==> config.mk <==
export PLATFORM = sky130hd
export DESIGN_NAME = drs_resid
export DESIGN_NICKNAME = d
export VERILOG_FILES = /design/src/sv/drs_pkg.sv /design/src/sv/drs_resid.sv
export SDC_FILE = /design/constraint.sdc
export NUM_CORES = 2
export LEC_CHECK = 0
export BUFFER_PORTS_ARGS = -buffer_cell sky130_fd_sc_hd__buf_4
export CORE_UTILIZATION = 35
export DETAILED_ROUTE_END_ITERATION = 10
export GPL_TIMING_DRIVEN = 0
export HOLD_SLACK_MARGIN = 0.08
export PLACE_DENSITY = 0.54
export SLEW_MARGIN = 15
export SYNTH_ARGS = -nofsm -noshare
export SYNTH_HDL_FRONTEND = slang
export SYNTH_SLANG_ARGS = --single-unit
==> constraint.sdc <==
create_clock -name clk -period 14.3 [get_ports clk]
set_input_delay 2.145 -clock clk [delete_from_list [all_inputs] [get_ports clk]]
set_output_delay 2.145 -clock clk [all_outputs]
set_load 0.02 [all_outputs]
==> src/sv/drs_pkg.sv <==
package drs_pkg;

  // Value format and derived widths.
  localparam int VW       = 48;
  localparam int COL_W    = 8;
  localparam int ROW_W    = 12;
  localparam int GC_W     = 9;
  localparam int GR_W     = 13;
  localparam int MAX_COLS = 256;
  localparam int MAX_ROWS = 4096;
  localparam int ACC_W    = 104;
  localparam int A_W      = 49;
  localparam int PROD_W   = 97;
  localparam int DIGIT_W  = 16;
  localparam int ADDR_W   = 5;
  localparam int DATA_W   = 64;

  // Register indexes (byte address is 8 times the index).
  localparam logic [1:0] REG_ALPHA = 2'd0;
  localparam logic [1:0] REG_BETA  = 2'd1;
  localparam logic [1:0] REG_COLS  = 2'd2;
  localparam logic [1:0] REG_ROWS  = 2'd3;

  typedef logic signed [VW-1:0] value_t;

  // Operands of one residual evaluation.
  typedef struct packed {
    value_t s;
    value_t old;
    value_t w;
    value_t e;
    value_t n;
    value_t so;
  } rop_t;

  // One pending result with its point coordinates.
  typedef struct packed {
    rop_t              op;
    logic [COL_W-1:0]  col;
    logic [ROW_W-1:0]  row;
    logic              done;
  } job_t;

  // Line buffer read data for one point.
  typedef struct packed {
    value_t ra_c;
    value_t ra_p;
    value_t rt_c;
    value_t rt_m;
    value_t od_c;
  } lrd_t;

  // Round half up at bit 32, shift down and saturate to the value width.
  function automatic value_t round_sat(input logic signed [ACC_W-1:0] x);
    logic signed [ACC_W-1:0] t;
    logic [ACC_W-33:0]       sh;
    value_t                  res;
    t  = x + ACC_W'(64'h8000_0000);
    sh = t[ACC_W-1:32];
    if (sh[ACC_W-33:VW-1] == '0 || sh[ACC_W-33:VW-1] == '1) begin
      res = sh[VW-1:0];
    end else if (t[ACC_W-1]) begin
      res = {1'b1, {(VW-1){1'b0}}};
    end else begin
      res = {1'b0, {(VW-1){1'b1}}};
    end
    return res;
  endfunction

endpackage

==> src/sv/drs_resid.sv <==
module drs_resid (
  input  logic                 clk,
  input  logic                 rst_n,
  input  logic                 start,
  input  drs_pkg::rop_t        rop,
  input  logic [drs_pkg::VW-1:0] alpha,
  input  logic [drs_pkg::VW-1:0] beta,
  output logic                 done,
  output drs_pkg::value_t      result
);

  localparam logic [2:0] S_IDLE = 3'd0;
  localparam logic [2:0] S_LOAD = 3'd1;
  localparam logic [2:0] S_MUL  = 3'd2;
  localparam logic [2:0] S_ACC  = 3'd3;
  localparam logic [2:0] S_RNDQ = 3'd4;
  localparam logic [2:0] S_FIN  = 3'd5;

  localparam logic [1:0] OP_SQ    = 2'd0;
  localparam logic [1:0] OP_LIN   = 2'd1;
  localparam logic [1:0] OP_OLD   = 2'd2;
  localparam logic [1:0] OP_REACT = 2'd3;

  localparam logic [1:0] LAST_DIGIT = 2'd2;
  localparam logic [drs_pkg::A_W-1:0] FOUR_Q = 49'h4_0000_0000;

  logic [2:0]                          st_r;
  logic [1:0]                          op_r;
  logic [1:0]                          k_r;
  logic                                done_r;
  drs_pkg::value_t                     s_r;
  drs_pkg::value_t                     old_r;
  drs_pkg::value_t                     q1_r;
  drs_pkg::value_t                     result_r;
  logic signed [drs_pkg::ACC_W-1:0]    acc_r;
  logic signed [drs_pkg::ACC_W-1:0]    q_r;
  logic [drs_pkg::PROD_W-1:0]          prod_r;
  logic [drs_pkg::A_W-1:0]             a_r;
  logic [drs_pkg::VW-1:0]              b_r;
  logic                                neg_r;

  logic [drs_pkg::A_W-1:0]             a_sel;
  logic [drs_pkg::VW-1:0]              b_sel;
  logic                                neg_sel;
  logic [drs_pkg::A_W+drs_pkg::DIGIT_W-1:0] pp;
  logic [drs_pkg::PROD_W-1:0]          prod_nxt;
  logic signed [drs_pkg::ACC_W-1:0]    p_ext;
  logic signed [drs_pkg::ACC_W-1:0]    p_signed;
  logic signed [drs_pkg::ACC_W-1:0]    sq_base;
  logic signed [drs_pkg::ACC_W-1:0]    nb_base;
  logic signed [drs_pkg::VW+1:0]       nb_sum;

  function automatic logic [drs_pkg::VW-1:0] mag(input drs_pkg::value_t v);
    return v[drs_pkg::VW-1] ? drs_pkg::VW'(-v) : v;
  endfunction

  // Operand selection for the product of the current step.
  always_comb begin
    case (op_r)
      OP_SQ: begin
        a_sel   = {1'b0, mag(s_r)};
        b_sel   = mag(s_r);
        neg_sel = 1'b1;
      end
      OP_LIN: begin
        a_sel   = FOUR_Q + {1'b0, alpha};
        b_sel   = mag(s_r);
        neg_sel = ~s_r[drs_pkg::VW-1];
      end
      OP_OLD: begin
        a_sel   = {1'b0, alpha};
        b_sel   = mag(old_r);
        neg_sel = old_r[drs_pkg::VW-1];
      end
      default: begin
        a_sel   = {1'b0, beta};
        b_sel   = mag(q1_r);
        neg_sel = q1_r[drs_pkg::VW-1];
      end
    endcase
  end

  // One 16-bit digit of the multiplier per cycle, most significant first.
  assign pp       = a_r * b_r[drs_pkg::VW-1 -: drs_pkg::DIGIT_W];
  assign prod_nxt = {prod_r[drs_pkg::PROD_W-drs_pkg::DIGIT_W-1:0], {drs_pkg::DIGIT_W{1'b0}}}
                  + drs_pkg::PROD_W'(pp);

  assign p_ext    = $signed({{(drs_pkg::ACC_W-drs_pkg::PROD_W){1'b0}}, prod_r});
  assign p_signed = neg_r ? -p_ext : p_ext;
  assign sq_base  = $signed({{(drs_pkg::ACC_W-drs_pkg::VW-32){s_r[drs_pkg::VW-1]}},
                             s_r, 32'b0});
  assign nb_sum   = (drs_pkg::VW+2)'(rop.w) + (drs_pkg::VW+2)'(rop.e)
                  + (drs_pkg::VW+2)'(rop.n) + (drs_pkg::VW+2)'(rop.so);
  assign nb_base  = $signed({{(drs_pkg::ACC_W-drs_pkg::VW-34){nb_sum[drs_pkg::VW+1]}},
                             nb_sum, 32'b0});

  // Step sequencer.
  always_ff @(posedge clk) begin
    if (!rst_n) begin
      st_r   <= S_IDLE;
      op_r   <= OP_SQ;
      k_r    <= '0;
      done_r <= 1'b0;
    end else begin
      done_r <= 1'b0;
      case (st_r)
        S_IDLE: begin
          if (start) begin
            op_r <= OP_SQ;
            st_r <= S_LOAD;
          end
        end
        S_LOAD: begin
          k_r  <= '0;
          st_r <= S_MUL;
        end
        S_MUL: begin
          k_r <= k_r + 2'd1;
          if (k_r == LAST_DIGIT) begin
            st_r <= S_ACC;
          end
        end
        S_ACC: begin
          if (op_r == OP_SQ) begin
            st_r <= S_RNDQ;
          end else if (op_r == OP_REACT) begin
            st_r <= S_FIN;
          end else begin
            op_r <= op_r + 2'd1;
            st_r <= S_LOAD;
          end
        end
        S_RNDQ: begin
          op_r <= OP_LIN;
          st_r <= S_LOAD;
        end
        S_FIN: begin
          done_r <= 1'b1;
          st_r   <= S_IDLE;
        end
        default: begin
          st_r <= S_IDLE;
        end
      endcase
    end
  end

  // Datapath registers.
  always_ff @(posedge clk) begin
    case (st_r)
      S_IDLE: begin
        if (start) begin
          s_r   <= rop.s;
          old_r <= rop.old;
          acc_r <= nb_base;
        end
      end
      S_LOAD: begin
        a_r    <= a_sel;
        b_r    <= b_sel;
        neg_r  <= neg_sel;
        prod_r <= '0;
      end
      S_MUL: begin
        prod_r <= prod_nxt;
        b_r    <= {b_r[drs_pkg::VW-drs_pkg::DIGIT_W-1:0], {drs_pkg::DIGIT_W{1'b0}}};
      end
      S_ACC: begin
        if (op_r == OP_SQ) begin
          q_r <= sq_base + p_signed;
        end else begin
          acc_r <= acc_r + p_signed;
        end
      end
      S_RNDQ: begin
        q1_r <= drs_pkg::round_sat(q_r);
      end
      S_FIN: begin
        result_r <= drs_pkg::round_sat(acc_r);
      end
      default: begin
      end
    endcase
  end

  assign done   = done_r;
  assign result = result_r;

`ifndef SYNTHESIS
  // A new evaluation is only started while the unit is free.
  a_start_idle: assert property (@(posedge clk) disable iff (!rst_n)
    start |-> st_r == S_IDLE)
    else $error("residual unit started while busy");
`endif

endmodule

Yosys cells after proc, flatten, opt, wreduce, memory -nomap -nowiden
Cells that the tools add are included.
Widths: inputs -> output; s select.
{ "totals": {"regBits": 603, "input_bits": 387, "elab_cells": 88, "output_inout_bits": 49} }
{ "op_classes": {"muxes": 27, "eq_ne": 15, "n_bitwise": 1, "addsub": 15, "n_reduce_logical": 15, "multipliers": 1} }
{ "ops": {"columns": ["cell", "count"], "rows": [
  ["$mux 48", 7],
  ["$mux 104", 3],
  ["$add 104x32->104 const B", 2],
  ["$pmux 104 s2", 1],
  ["$pmux 97 s2", 1],
  ["$pmux 48 s2", 2],
  ["$pmux 49 s3", 1],
  ["$neg 48->48", 3],
  ["$add 104x104->104", 1],
  ["$add 80x104->104", 1],
  ["$neg 97->104", 1],
  ["$add 97x65->97", 1],
  ["$mul 49x16->65", 1],
  ["$add 49x48->50", 1],
  ["$add 50x48->50", 1],
  ["$eq 25x25->1 const B", 2],
  ["$logic_not 25->1", 2],
  ["$add 35x48->49 const A", 1],
  ["$add 48x48->49", 1],
  ["$pmux 3 s5", 1],
  ["$mux 3", 4],
  ["$ne 2x2->1 const B", 4],
  ["$eq 2x2->1 const B", 3],
  ["$eq 3x2->1 const B", 2],
  ["other kinds (19)", 27]
]} }

Longest topological paths before layout
{ "logic_depth": {"depth_word": 5, "depth_mapped": 29, "mapped_depth_nobuf": 27} }

Worst setup path after synthesis
Ideal clock, no wire load.
{ "synth_timing": {"path_type": "input to register", "startpoint": "input start", "endpoint": "register old_r[0], enable pin", "arrival_time_ns": 8.699, "required_time_ns": 13.631, "path_buffers": 0, "setup_time_ns": 0.669, "stages": 2, "path_slack_ns": 4.933, "path_cell_list": "nand2b_1 nor3_1"} }
{ "synth_between": {"elab_chain_cells": 1} }
{ "synth_rtl": {"columns": ["item", "line", "source"], "rows": [
  ["start, declared", "drs_resid.sv:4", "input logic start,"],
  ["$reduce_and 2->1 (no source line)", null, null],
  ["end signal, assigned", "drs_resid.sv:154", "old_r <= rop.old;"],
  ["end, declared", "drs_resid.sv:32", "drs_pkg::value_t old_r;"]
]} }
No other way between the ends.
A chain may end at the register's enable or synchronous reset.

Worst setup path after layout
{ "layout_timing": {"startpoint": "register b_r[47] (netlist bit)", "endpoint": "register prod_r[92] (netlist bit) (data pin)"} }
{ "layout_between": {"elab_chain_cells": 3} }
{ "layout_rtl": {"columns": ["item", "line", "source"], "rows": [
  ["start, declared", "drs_resid.sv:39", "logic [drs_pkg::VW-1:0] b_r;"],
  ["start signal, assigned", "drs_resid.sv:160", "b_r <= b_sel;"],
  ["start signal, assigned", "drs_resid.sv:166", "b_r <= {b_r[drs_pkg::VW-drs_pkg::DIGIT_W-1:0], {drs_pkg::DIGIT_W{1'b0}}};"],
  ["$mul 49x16->65", "drs_resid.sv:84", "assign pp = a_r * b_r[drs_pkg::VW-1 -: drs_pkg::DIGIT_W];"],
  ["$add 97x65->97", "drs_resid.sv:86", "+ drs_pkg::PROD_W'(pp);"],
  ["$pmux 97 s2", "drs_resid.sv:150", "case (st_r)"],
  ["end signal, assigned", "drs_resid.sv:165", "prod_r <= prod_nxt;"],
  ["end, declared", "drs_resid.sv:37", "logic [drs_pkg::PROD_W-1:0] prod_r;"]
]} }
No other way between the ends.

==> run summary <==
Worst min path class - reg -> reg
Final setup vio count - 0
Die height - 457 um
Clock sink count - 572
Max stage delay on crit path - 900 ps
Actual slew at the worst max-slew pin - 1290 ps
Sequential area share after synthesis - 23.6%
CTS max path bufs - 3
Yosys warnings - 0
Total routed wirelength - 284 mm
Synthesized area - 0.0725 mm^2
# fillers - 20735
Hold Fails Final Rpt - 0
CTS Root Cell - clkbuf_16
Worst reg2reg path startpoint - b_r[47]
Synth Area per Inst - 9.06 um^2
Initial drt markers - 5611
Hold_buf cts - 0
Worst EP required - 14720 ps
CTS buffer count - 76
Post-place setup slack - 3920 ps
Routability cong. - 0.980
Vias per cell - 5.55
CP Max Fanout - 10
Worst skew pair latency - 710 ps
# resized after CTS - 0
Core area - 0.205 mm^2
Clock Pin Slew Worst Setup and Hold Paths - 70 ps
CP Capture Type - flip-flop
Register area - 0.0171 mm^2
Die Wd - 457 um
Unrepaired setup endpoints after global routing - false
Post-Syn Nets - 9579
Largest net degree at the start of global routing - 85
Synth unique cells - 94
Htree depth - 3
Global-route wire length before repair - 415 mm
Post-route minimum period - 10520 ps
CP most frequent cell - fa_1
Share of layout cells above drive strength 1 - 8.05%
Max Freq - 95.1 MHz
DR WL/cell - 25.2 um
Start point of the critical path - b_r[47]
Starting density of the core - 35.3%
Setup Buffers After CTS - 0
Gr usage total - 26.8%
Seq cells post-synth - 572
Vias in the first global route - 62419
DRC - 1
TritonCTS clock tree - built
Port buffer count - 435
DP HPWL - 239 mm
Slowest stage cell on the critical path - clkbuf_1
WP data arrival - 10940 ps
# Max-Cap Violations - 0
Status - finished with violations
Fraction of registers with async set/reset - 0%
Initial antenna violation count - 23
First drt pass iteration count - 11
GRT overflow - 0
HP Start - b_r[2]
Violated checks - design-rule violations
Commonest non-fill, non-tap cell in the layout - inv_1
Die area - 0.209 mm^2
Most frequent cells in the layout - inv_1, nand2_1, fa_1
IO Pins - 436
Post-synth EDFFs - 564
Crit Path Class - reg -> reg
Kind of start point of the critical path - flip-flop
Clock skew - 49.5 ps
Max Slew Vio Count - 0
Worst rel slew slack - 14.3%
Period utilization - 73.6%
Antenna-violating nets left - 0
Setup ws final - 3780 ps
Rows - 166
Vias - 62673
Area taken by multi-input logic gates - 0.0501 mm^2
Setup TNS - 0 ps
Syn Inst Count - 7999
Fin nets - 10118
Prevailing post-synth register cell - edfxtp_1
Layout area overhead - 13.2%
## worst max-delay path, delay by kind of cell, from the launching register on
kind            cells  cell delay, ps
xor+xnor            1             160
compound gates      7            2840
fa+ha+maj           7            3750
simple gates        4             830
flops               1             390
buf+inv             6            2250
## cells by family after synthesis
group	after synthesis	share of synthesized area, %
AOI/OAI and AO/OA	1622	14.5
xor gates and xnor gates	633	7.65
adders and majority gates	1193	28.9
buffers and inverters	1412	7.43
DFF	572	23.6
muxes	84	1.18
and+or+nand+nor	2483	16.7
## synthesized netlist by cell type (87+ instances only)
master	n	area (um^2)
o31ai_1	87	653
inv_1	1004	3770
o21ai_0	341	1710
clkbuf_1	371	1390
nor2_1	395	1480
nand3_1	143	716
fa_1	804	16100
xor2_1	240	2100
nor3_1	102	510
nand4_1	139	870
xnor2_1	393	3440
and2_1	299	1870
a21o_1	226	1700
nand2_1	990	3720
a21oi_1	447	2240
ha_1	389	4870
edfxtp_1	564	16900
## cell type report
type,count,area share [%]
diodes,6,0.0183
plain buffers,408,1.98
clock buffers,93,2.43
clock inverters,45,0.647
inverters,1004,4.60
multi-input cells,6015,61.0
flip-flops and latches,572,20.8
well taps,2688,4.10
repair buffers,461,4.37
## path summary, 6_finish.rpt
| kind | slack (ps) | cells past startpoint | to |
|---|---|---|---|
| max | 3780 | 25 | prod_r[92] |
| min | 520 | 1 | b_r[18] |
| max reg2reg | 3780 | 25 | prod_r[92] |
| min reg2reg | 520 | 1 | b_r[18] |
## flip-flops by register name, indices dropped and copies added, names as in the netlist, 3 cells and up
name,count
st_r,3
q1_r,48
acc_r,104
old_r,48
s_r,48
a_r,49
b_r,48
q_r,73
result,48
prod_r,97
## per-stage QoR
stage	instance area [um^2]	std cells	hold WS, ps	util (%)
6_report	82000	11292	523	40.0
5_1_grt	82000	11288	541	40.0
4_1_cts	82000	11286	522	40.0
3_5_place_dp	79500	11148	503	38.7
3_3_place_gp	79100	11122	495	38.6
2_1_floorplan	72500	7999	480	-
## metal layers
metal / wire length [um] / track usage, %
met1: 119000 / 35.1
met3: 17700 / 3.57
met2: 134000 / 44.4
met4: 13700 / 11.1
met5: 46 / 0
Power is left out: the tool's default activity adds up to more than one toggle a clock period on the data nets, which glitch-free logic cannot reach.
